[src/sv/single_wire_backlight_transmitter_assert.svh]
// assertion macros for the single-wire backlight transmitter
// expects clk and arst_n in the scope of each use
`ifndef SINGLE_WIRE_BACKLIGHT_TRANSMITTER_ASSERT_SVH
`define SINGLE_WIRE_BACKLIGHT_TRANSMITTER_ASSERT_SVH

// same-cycle implication, checked outside reset
`define SWBL_ASSERT_NOW(label, ante, cons, msg) \
	label: assert property (@(posedge clk) disable iff (!arst_n) (ante) |-> (cons)) \
		else $error(msg);

// next-cycle implication, checked outside reset
`define SWBL_ASSERT_NEXT(label, ante, cons, msg) \
	label: assert property (@(posedge clk) disable iff (!arst_n) (ante) |=> (cons)) \
		else $error(msg);

`endif

[src/sv/swbl_pkg.sv]
// shared types, constants and helpers of the single-wire backlight transmitter
// no dependencies
`timescale 1ns / 1ps

package swbl_pkg;

	localparam int TIMER_WIDTH  = 16;
	localparam int MAX_ATTEMPTS = 3;
	localparam int ATT_W        = 2;
	localparam int CFG_DATA_W   = 16;
	localparam int CFG_IDX_W    = 3;

	typedef logic [TIMER_WIDTH-1:0] timer_t;

	// phase codes
	localparam logic [2:0] PH_IDLE      = 3'd0;
	localparam logic [2:0] PH_START     = 3'd1;
	localparam logic [2:0] PH_BIT_LOW   = 3'd2;
	localparam logic [2:0] PH_BIT_HIGH  = 3'd3;
	localparam logic [2:0] PH_EOS       = 3'd4;
	localparam logic [2:0] PH_ACK_PULSE = 3'd5;
	localparam logic [2:0] PH_ACK_WAIT  = 3'd6;

	// register indexes
	localparam logic [CFG_IDX_W-1:0] REG_RFA_ENABLE      = 3'd0;
	localparam logic [CFG_IDX_W-1:0] REG_DEVICE_ADDRESS  = 3'd1;
	localparam logic [CFG_IDX_W-1:0] REG_START_TICKS     = 3'd2;
	localparam logic [CFG_IDX_W-1:0] REG_EOS_TICKS       = 3'd3;
	localparam logic [CFG_IDX_W-1:0] REG_SHORT_TICKS     = 3'd4;
	localparam logic [CFG_IDX_W-1:0] REG_LONG_TICKS      = 3'd5;
	localparam logic [CFG_IDX_W-1:0] REG_ACK_PULSE_TICKS = 3'd6;
	localparam logic [CFG_IDX_W-1:0] REG_ACK_TIMEOUT     = 3'd7;

	// frame bit positions
	localparam logic [3:0] BIT_FIRST     = 4'd15;
	localparam logic [3:0] BIT_ADDR_LAST = 4'd8;
	localparam logic [3:0] BIT_DATA_TOP  = 4'd7;
	localparam logic [3:0] BIT_LAST      = 4'd0;
	localparam int         BIT_RFA       = 7;

	// register reset values
	localparam logic [7:0] RST_DEVICE_ADDRESS = 8'd88;
	localparam timer_t RST_START_TICKS       = 16'd45;
	localparam timer_t RST_EOS_TICKS         = 16'd35;
	localparam timer_t RST_SHORT_TICKS       = 16'd35;
	localparam timer_t RST_LONG_TICKS        = 16'd100;
	localparam timer_t RST_ACK_PULSE_TICKS   = 16'd35;
	localparam timer_t RST_ACK_TIMEOUT       = 16'd10000;

	typedef struct packed {
		logic       rfa_enable;
		logic [7:0] device_address;
		timer_t     start_ticks;
		timer_t     eos_ticks;
		timer_t     short_ticks;
		timer_t     long_ticks;
		timer_t     ack_pulse_ticks;
		timer_t     ack_timeout_ticks;
	} cfg_t;

	typedef struct packed {
		logic       mode;
		logic [4:0] brightness;
		logic       line_level;
	} tick_t;

	typedef struct packed {
		logic drive_low;
		logic busy_res;
		logic done_res;
		logic status;
	} result_t;

	// a zero length counts as one tick
	function automatic timer_t clamp_len(input timer_t v);
		clamp_len = (v == '0) ? timer_t'(1) : v;
	endfunction

endpackage

[src/sv/swbl_chan_if.sv]
// handshake channels of the single-wire backlight transmitter: tick items in, result items out
// depends on swbl_pkg
`timescale 1ns / 1ps

interface swbl_tick_if;
	import swbl_pkg::*;
	logic       valid;
	logic       ready;
	logic       mode;
	logic [4:0] brightness;
	logic       line_level;

	modport source (output valid, mode, brightness, line_level, input ready);
	modport sink (input valid, mode, brightness, line_level, output ready);
endinterface

interface swbl_result_if;
	logic valid;
	logic ready;
	logic drive_low;
	logic busy_res;
	logic done_res;
	logic status;

	modport source (output valid, drive_low, busy_res, done_res, status, input ready);
	modport sink (input valid, drive_low, busy_res, done_res, status, output ready);
endinterface

[src/sv/swbl_core.sv]
// transaction sequencer: phase, phase timer, bit index, frame word and attempt count
// depends on swbl_pkg and the assertion macro header
`timescale 1ns / 1ps
`include "single_wire_backlight_transmitter_assert.svh"

module swbl_core
	import swbl_pkg::*;
(
	input  logic    clk,
	input  logic    arst_n,
	input  logic    step_en,
	input  tick_t   tick,
	input  cfg_t    cfg,
	output result_t res
);

	logic [2:0]       phase_q;
	timer_t           timer_q;
	logic [3:0]       bit_idx_q;
	logic [15:0]      frame_q;
	logic [ATT_W-1:0] attempt_q;

	logic [2:0]       ph_a, ph_n;
	timer_t           tmr_a, tmr_n;
	logic [3:0]       bi_a, bi_n, bi_dec;
	logic [15:0]      fw_a;
	logic [ATT_W-1:0] att_a, att_n;
	logic [ATT_W:0]   att_inc;
	logic             bit_now, bit_next;

	always_comb begin
		ph_a  = phase_q;
		tmr_a = timer_q;
		bi_a  = bit_idx_q;
		fw_a  = frame_q;
		att_a = attempt_q;

		// an unknown phase code counts as idle; a request starts the start gap at once
		if (!(phase_q >= PH_START && phase_q <= PH_ACK_WAIT)) begin
			ph_a = PH_IDLE;
			if (tick.mode) begin
				fw_a  = {cfg.device_address, cfg.rfa_enable, 2'b00, tick.brightness};
				att_a = '0;
				bi_a  = BIT_FIRST;
				ph_a  = PH_START;
				tmr_a = clamp_len(cfg.start_ticks);
			end
		end

		bi_dec   = bi_a - 4'd1;
		bit_now  = fw_a[bi_a];
		bit_next = fw_a[bi_dec];
		att_inc  = {1'b0, att_a} + (ATT_W+1)'(1);

		ph_n  = ph_a;
		tmr_n = tmr_a;
		bi_n  = bi_a;
		att_n = att_a;
		res   = '0;

		if (ph_a != PH_IDLE) begin
			res.busy_res  = 1'b1;
			res.drive_low = (ph_a == PH_BIT_LOW) || (ph_a == PH_EOS) ||
				(ph_a == PH_ACK_PULSE);
			if (ph_a == PH_ACK_WAIT && !tick.line_level) begin
				// device acknowledged
				res.done_res = 1'b1;
				ph_n         = PH_IDLE;
				tmr_n        = '0;
			end else begin
				tmr_n = (tmr_a != '0) ? tmr_a - timer_t'(1) : '0;
				if (tmr_n == '0) begin
					unique case (ph_a)
						PH_START: begin
							ph_n  = PH_BIT_LOW;
							tmr_n = clamp_len(bit_now ? cfg.short_ticks : cfg.long_ticks);
						end
						PH_BIT_LOW: begin
							ph_n  = PH_BIT_HIGH;
							tmr_n = clamp_len(bit_now ? cfg.long_ticks : cfg.short_ticks);
						end
						PH_BIT_HIGH: begin
							if (bi_a == BIT_ADDR_LAST) begin
								ph_n  = PH_EOS;
								tmr_n = clamp_len(cfg.eos_ticks);
							end else if (bi_a == BIT_LAST) begin
								if (fw_a[BIT_RFA]) begin
									ph_n  = PH_ACK_PULSE;
									tmr_n = clamp_len(cfg.ack_pulse_ticks);
								end else begin
									res.done_res = 1'b1;
									ph_n         = PH_IDLE;
								end
							end else begin
								bi_n  = bi_dec;
								ph_n  = PH_BIT_LOW;
								tmr_n = clamp_len(bit_next ? cfg.short_ticks : cfg.long_ticks);
							end
						end
						PH_EOS: begin
							bi_n  = BIT_DATA_TOP;
							ph_n  = PH_START;
							tmr_n = clamp_len(cfg.start_ticks);
						end
						PH_ACK_PULSE: begin
							ph_n  = PH_ACK_WAIT;
							tmr_n = clamp_len(cfg.ack_timeout_ticks);
						end
						PH_ACK_WAIT: begin
							// timeout: retry or give up
							if (att_inc >= (ATT_W+1)'(MAX_ATTEMPTS)) begin
								res.done_res = 1'b1;
								res.status   = 1'b1;
								ph_n         = PH_IDLE;
							end else begin
								att_n = att_inc[ATT_W-1:0];
								bi_n  = BIT_FIRST;
								ph_n  = PH_START;
								tmr_n = clamp_len(cfg.start_ticks);
							end
						end
						default: begin
							ph_n = PH_IDLE;
						end
					endcase
				end
			end
		end
	end

	always_ff @(posedge clk or negedge arst_n) begin
		if (!arst_n) begin
			phase_q   <= PH_IDLE;
			timer_q   <= '0;
			bit_idx_q <= '0;
			frame_q   <= '0;
			attempt_q <= '0;
		end else if (step_en) begin
			phase_q   <= ph_n;
			timer_q   <= tmr_n;
			bit_idx_q <= bi_n;
			frame_q   <= fw_a;
			attempt_q <= att_n;
		end
	end

	`SWBL_ASSERT_NEXT(a_hold_without_step, !step_en,
		$stable(phase_q) && $stable(timer_q) && $stable(bit_idx_q), "state moved without a step")
	`SWBL_ASSERT_NEXT(a_idle_after_done, step_en && res.done_res,
		phase_q == PH_IDLE, "phase not idle after a finishing tick")
	`SWBL_ASSERT_NEXT(a_stay_idle, step_en && phase_q == PH_IDLE && !tick.mode,
		phase_q == PH_IDLE, "left idle without a request")
	`SWBL_ASSERT_NOW(a_attempt_range, 1'b1,
		{1'b0, attempt_q} < (ATT_W+1)'(MAX_ATTEMPTS), "attempt count out of range")
	`SWBL_ASSERT_NOW(a_status_with_done, step_en && res.status,
		res.done_res && phase_q == PH_ACK_WAIT, "no-ack status outside a timed-out wait")

endmodule

[src/sv/single_wire_backlight_transmitter.sv]
// top level of the single-wire backlight transmitter: config registers, tick register, result register
// depends on swbl_pkg, swbl_chan_if and swbl_core
`timescale 1ns / 1ps

// Single-wire backlight transmitter. Each item on the ticks channel is one timing tick of the
// wire: mode 1 asks for a write (taken only when no transaction is running), brightness is
// latched with it and line_level is the sensed wire. Each tick yields exactly one result item
// carrying drive_low for that tick, busy_res, done_res and status (0 ok, 1 no ack after all
// attempts). A frame is a start gap, the address byte, an end-of-stream low, another start gap
// and the data byte (rfa flag in bit 7, brightness in bits 4..0), msb first; with rfa set an ack
// pulse and a sampled wait follow, retried up to three attempts. Throughput is one item per clock
// cycle unless results stall; a tick register feeds the sequencer logic, whose result lands in the
// output register. The tick register refills whenever the output register is empty or being
// drained; while a result waits unread the tick register still takes one more item and then
// holds ticks.ready low until the result is taken. Config registers are written through
// cfg_we/cfg_index/cfg_data and are read live whenever a phase begins, so write them only while
// idle.

module single_wire_backlight_transmitter
	import swbl_pkg::*;
(
	input  logic                  clk,
	input  logic                  arst_n,
	input  logic                  cfg_we,
	input  logic [CFG_IDX_W-1:0]  cfg_index,
	input  logic [CFG_DATA_W-1:0] cfg_data,
	swbl_tick_if.sink             ticks,
	swbl_result_if.source         results
);

	cfg_t    cfg_q;
	tick_t   tick_s1;
	logic    valid_s1;
	result_t res_s2;
	logic    valid_s2;

	result_t res_core;
	logic    out_free;
	logic    advance;

	// output register can load when empty or being taken
	assign out_free    = !valid_s2 || results.ready;
	assign advance     = valid_s1 && out_free;
	assign ticks.ready = !valid_s1 || out_free;

	// config register file
	always_ff @(posedge clk or negedge arst_n) begin
		if (!arst_n) begin
			cfg_q.rfa_enable        <= 1'b0;
			cfg_q.device_address    <= RST_DEVICE_ADDRESS;
			cfg_q.start_ticks       <= RST_START_TICKS;
			cfg_q.eos_ticks         <= RST_EOS_TICKS;
			cfg_q.short_ticks       <= RST_SHORT_TICKS;
			cfg_q.long_ticks        <= RST_LONG_TICKS;
			cfg_q.ack_pulse_ticks   <= RST_ACK_PULSE_TICKS;
			cfg_q.ack_timeout_ticks <= RST_ACK_TIMEOUT;
		end else if (cfg_we) begin
			unique case (cfg_index)
				REG_RFA_ENABLE:      cfg_q.rfa_enable        <= cfg_data[0];
				REG_DEVICE_ADDRESS:  cfg_q.device_address    <= cfg_data[7:0];
				REG_START_TICKS:     cfg_q.start_ticks       <= cfg_data;
				REG_EOS_TICKS:       cfg_q.eos_ticks         <= cfg_data;
				REG_SHORT_TICKS:     cfg_q.short_ticks       <= cfg_data;
				REG_LONG_TICKS:      cfg_q.long_ticks        <= cfg_data;
				REG_ACK_PULSE_TICKS: cfg_q.ack_pulse_ticks   <= cfg_data;
				REG_ACK_TIMEOUT:     cfg_q.ack_timeout_ticks <= cfg_data;
				default: ;
			endcase
		end
	end

	// tick register: valid bit under reset, payload without reset
	always_ff @(posedge clk or negedge arst_n) begin
		if (!arst_n) begin
			valid_s1 <= 1'b0;
		end else if (ticks.ready) begin
			valid_s1 <= ticks.valid;
		end
	end

	always_ff @(posedge clk) begin
		if (ticks.valid && ticks.ready) begin
			tick_s1 <= '{mode: ticks.mode, brightness: ticks.brightness,
				line_level: ticks.line_level};
		end
	end

	// sequencer steps once per item leaving the tick register
	swbl_core u_core (
		.clk     (clk),
		.arst_n  (arst_n),
		.step_en (advance),
		.tick    (tick_s1),
		.cfg     (cfg_q),
		.res     (res_core)
	);

	// result register
	always_ff @(posedge clk or negedge arst_n) begin
		if (!arst_n) begin
			valid_s2 <= 1'b0;
		end else if (out_free) begin
			valid_s2 <= valid_s1;
		end
	end

	always_ff @(posedge clk) begin
		if (advance) begin
			res_s2 <= res_core;
		end
	end

	assign results.valid     = valid_s2;
	assign results.drive_low = res_s2.drive_low;
	assign results.busy_res  = res_s2.busy_res;
	assign results.done_res  = res_s2.done_res;
	assign results.status    = res_s2.status;

endmodule
[src/flat_wrapper.sv]
// flat-port wrapper written by rule: the top's interface ports become plain ports
module single_wire_backlight_transmitter_flat import swbl_pkg::*;
  (clk, arst_n, cfg_we, cfg_index, cfg_data, ticks_valid, ticks_mode, ticks_brightness, ticks_line_level, ticks_ready, results_valid, results_drive_low, results_busy_res, results_done_res, results_status, results_ready);
  swbl_tick_if ticks_i ();
  swbl_result_if results_i ();
  input  logic clk;
  input  logic arst_n;
  input  logic cfg_we;
  input  logic [CFG_IDX_W-1:0] cfg_index;
  input  logic [CFG_DATA_W-1:0] cfg_data;
  input wire logic [$bits(ticks_i.valid)-1:0] ticks_valid;
  input wire logic [$bits(ticks_i.mode)-1:0] ticks_mode;
  input wire logic [$bits(ticks_i.brightness)-1:0] ticks_brightness;
  input wire logic [$bits(ticks_i.line_level)-1:0] ticks_line_level;
  output wire logic [$bits(ticks_i.ready)-1:0] ticks_ready;
  output wire logic [$bits(results_i.valid)-1:0] results_valid;
  output wire logic [$bits(results_i.drive_low)-1:0] results_drive_low;
  output wire logic [$bits(results_i.busy_res)-1:0] results_busy_res;
  output wire logic [$bits(results_i.done_res)-1:0] results_done_res;
  output wire logic [$bits(results_i.status)-1:0] results_status;
  input wire logic [$bits(results_i.ready)-1:0] results_ready;
  assign ticks_i.valid = ticks_valid;
  assign ticks_i.mode = ticks_mode;
  assign ticks_i.brightness = ticks_brightness;
  assign ticks_i.line_level = ticks_line_level;
  assign ticks_ready = ticks_i.ready;
  assign results_valid = results_i.valid;
  assign results_drive_low = results_i.drive_low;
  assign results_busy_res = results_i.busy_res;
  assign results_done_res = results_i.done_res;
  assign results_status = results_i.status;
  assign results_i.ready = results_ready;
  single_wire_backlight_transmitter u_core (.clk(clk), .arst_n(arst_n), .cfg_we(cfg_we), .cfg_index(cfg_index), .cfg_data(cfg_data), .ticks(ticks_i), .results(results_i));
endmodule
[config.mk]
export PLATFORM = sky130hd
export DESIGN_NAME = single_wire_backlight_transmitter_flat
export DESIGN_NICKNAME = d
export VERILOG_FILES = /design/src/sv/swbl_pkg.sv /design/src/sv/swbl_chan_if.sv /design/src/sv/swbl_core.sv /design/src/sv/single_wire_backlight_transmitter.sv /design/src/flat_wrapper.sv
export VERILOG_INCLUDE_DIRS = /design/src /design/src/sv
export SDC_FILE = /design/constraint.sdc
export NUM_CORES = 1
export LEC_CHECK = 0
export ABC_AREA = 1
export BUFFER_PORTS_ARGS = -buffer_cell sky130_fd_sc_hd__buf_2
export CORE_ASPECT_RATIO = 0.5
export CORE_MARGIN = 3
export CORE_UTILIZATION = 42
export CTS_CLUSTER_SIZE = 14
export DETAILED_ROUTE_END_ITERATION = 12
export SYNTH_ARGS = -nofsm -noshare
export SYNTH_HDL_FRONTEND = slang
export SYNTH_HIERARCHICAL = 1
export SYNTH_SLANG_ARGS = --single-unit
[constraint.sdc]
create_clock -name clk -period 6.7 [get_ports clk]
set_clock_uncertainty 0.05 [all_clocks]
set_input_delay 0.335 -clock clk [delete_from_list [all_inputs] [get_ports clk]]
set_output_delay 0.335 -clock clk [all_outputs]
set_load 0.02 [all_outputs]
==> summary.txt <==
Clocking
  – Num CTS Buffers: 17
  – Worst-Skew Late Latency: roughly 450 ps
  – CTS tree: built
  – CTS resizes: 0
  – Clk slew on worst S/H paths: 70 ps
  – CTS H-tree depth: 4
  – CTS Sinks: 159
  – Clk buf depth: 2
  – Setup bufs post-CTS: 0
  – Root Driver: clkbuf_16

Logic synthesis
  – Mean post-synth cell area: 6.838 sq um
  – Synth Register Bits: ~160
  – Primary FF master, synth: dfrtp_1
  – Synth async-reset ratio: 0.9308
  – Post-Syn Instances: approximately 1.5k
  – Sequential area share after synthesis: 0.3928
  – Syn nets: between 1.5k and 2k
  – Area of the mapped netlist: 10,350 sq um
  – Number of distinct library cells after synthesis: 51
  – Post-synth top area cell: dfrtp_1
  – Syn. warnings: 6
  – Post-synth top area share: 0.2999
  – EDFF count, synth: 11
  – Synth top area cells: dfrtp_1 30%, nand2_1 21%, nand3_1 8.5%, dfstp_2 6.1%, nor2_1 4.2%

Detailed routing
  – # DRC: 0
  – WL met2: 15.43 mm
  – Via count: 10.66k
  – Routed wire length: 40.83 mm
  – Router iterations before antenna repair: 6
  – WL met1: 19.82 mm
  – Final ANT Viol Nets: 0
  – Vias per cell: 5.714
  – Met3 wire length: 4.950 mm
  – Iter 0 DRT Violations: 1,332
  – Uppermost layer routed: met4
  – Routed WL per cell: ~22 um

Floorplanning
  – Cell Rows: 39
  – IO Pins: 37
  – DIE HEIGHT: about 120 um
  – Die W: 228.0 um
  – Initial Util: 0.4399
  – Die area: 26,670 sq um
  – Core area: 23,520 sq um

Global routing
  – GR Overflow Total: 0
  – Initial antenna violation count: 1
  – First-pass GRT wire length: 60.99 mm
  – Vias in the first global route: 9,682
  – Total GRT Usage: 0.3102
  – Largest net degree at the start of global routing: 82

Finish
  – Leading cell type in the layout, fill and taps excluded: nand2_1
  – Layout cells sized above 1: 0.1178
  – Most frequent cells in the layout: 585 x nand2_1, 176 x nand3_1, 124 x dfrtp_1
  – Fin cells: 1,865
  – Area Overhead vs Synth: 9.929%
  – Layout net count: 1,558

STA
  – Min Tclk post-route: 5171 ps
  – Crit share post-route: 0.7718
  – Setup TNS: 0 ps
  – Least-Margin Pin Slew: around 1200 ps
  – Final hold vios: 0
  – Slew HR: 0.2023
  – Peak Freq: 193.4 MHz
  – Pins over their slew limit: 0
  – Setup repair after global routing missed its margin: no
  – Setup Viol. Count Final: 0

Run status
  – Status: complete, no violations

Worst setup path
  – Maximum fanout along the worst path: 38
  – Startpoint types: flip-flop
  – Slowest stage cell on the critical path: a21oi_2
  – Cell Chain, Critical Path: nand2_1, nand2_2, nand3_2, inv_2, nand3_1, nand2_4, ha_1, nand3_1, nor2_2, nand3_1, inv_2, nand2_4, nand2_1, nand2_1, nor2_1, nand2_1, nand3b_4, a21oi_2, nand3_1, o211ai_1, a21oi_1
  – CP Launch Point: u_core/u_core/phase_q[2]
  – Setup CP Type: flip-flop to flip-flop
  – Reg2reg start: u_core/u_core/phase_q[2]
  – Crit. End Element: flip-flop
  – Max incr delay on CP: about 650 ps
  – Worst EP required: around 7000 ps
  – CP Data Arrival Time: about 5500 ps

Placed design
  – Detail Placement HPWL: 30.33 mm
  – DP Cell Count: 1,825
  – Routability cong.: 0.9424
  – Port buffer count: 36

Min path
  – Hold path start: ticks_brightness[4]
  – Hold crit path type: input pin to flip-flop

Power and ir drop
  – Pwr Density: a little under 400 nW/um^2
  – Maximum vdd ir drop: roughly 0.00019 V
  – Pleak: between 5 and 6 nW

Flow run
  – # Max-Cap Violations: 0
## metrics by stage
step	worst slack, ps	cell area, sq um	power, W	util	hold slack, ps
CTS	1635	11370	0.004345	0.4835	2.233
detailed placement	1629	10740	0.003385	0.4568	407.2
floorplan	3445	10350	0.002779	-	-10.59
global placement	1816	10740	0.003370	0.4568	396.6
finish	1529	11370	0.004381	0.4836	27.50
global route	1173	11370	0.004682	0.4835	4.546
## repair_timing
item | 4_1_cts | 5_1_grt
setup endpoints to repair | 0 | 0
hold endpoints to repair | 79 | 0
hold buffers | 7 | 0
## worst max-delay path: cells and delay by family (launching register included)
kind	cells	cell delay (ps)
and+or+nand+nor	15	2970
AOI/OAI and AO/OA	3	900
DFF	1	490
buffers and inverters	2	400
adders and majority gates	1	210
## final timing paths
| check | end | slack, ps | cells after the start |
|---|---|---|---|
| setup / recovery | u_core/u_core/timer_q[7] | 1530 | 21 |
| hold / removal | u_core/tick_s1[5] | 30 | 1 |
| setup reg to reg | u_core/u_core/timer_q[7] | 1530 | 21 |
| hold reg to reg | u_core/cfg_q[100] | 410 | 2 |
| max in group asynchronous | u_core/cfg_q[70] | 4650 | 3 |
| min in group asynchronous | u_core/cfg_q[101] | 450 | 2 |
## metal layers
| metal | vias to the layer above | GRT usage |
|---|---|---|
| li1 | 5004 | - |
| met1 | 5081 | 0.4741 |
| met2 | 528 | 0.4143 |
| met3 | 43 | 0.1003 |
| met4 | 0 | 0.08018 |
| met5 | - | 0 |
## area by class of cell
class                      count  area [sq um]
antenna                        1         2.502
clock inverter                13         103.9
fill                        2417         12150
clock buffer                  19         452.9
sequential                   159          4064
tap                          328         410.4
multi-input combinational   1176          5550
inverter                     110         412.9
timing repair buffer          59         376.6
## cell families (layout without fill, tap and decap cells)
logic type / after synthesis / in the layout / synth area share
simple gates: 947 / 947 / 0.3923
flops: 159 / 159 / 0.3928
compound gates: 216 / 216 / 0.1278
xor+xnor: 2 / 2 / 0.001693
mux: 7 / 7 / 0.007497
buf+inv: 178 / 201 / 0.07304
other cells: 0 / 1 / 0
fa+ha+maj: 4 / 4 / 0.004838
## state kept, by name, indices dropped and copies added, names as in the netlist
register,cells
u_core/u_core/frame_q,16
u_core/results.drive_low,1
u_core/cfg_q,105
u_core/tick_s1,7
u_core/results.status,1
u_core/u_core/phase_q,3
u_core/u_core/attempt_q,2
u_core/u_core/timer_q,16
u_core/u_core/bit_idx_q,4
u_core/results.valid,1
u_core/results.done_res,1
u_core/valid_s1,1
u_core/results.busy_res,1
## power by group
part           switching [W]  total [W]  internal, W
clock               0.000443   0.000944     0.000501
sequential          0.000231    0.00145      0.00122
combinational        0.00142    0.00199     0.000575
## cells in the mapped netlist, types with 8 or more instances
cell type and count:
nand2_1 585, nand3_1 176, dfrtp_1 124, nor2_1 117
inv_1 102, o21ai_0 69, a21oi_1 53, clkbuf_1 33
dfstp_2 24, buf_2 22, a22oi_1 18, o21ai_1 17
nand2_2 13, edfxtp_1 11, o2111ai_1 11, nor4_1 10
o21ai_2 10, a221oi_1 9, nand3_2 9, o211ai_1 9
inv_2 8, nand4_1 8
(Power assumes the default switching activity.)
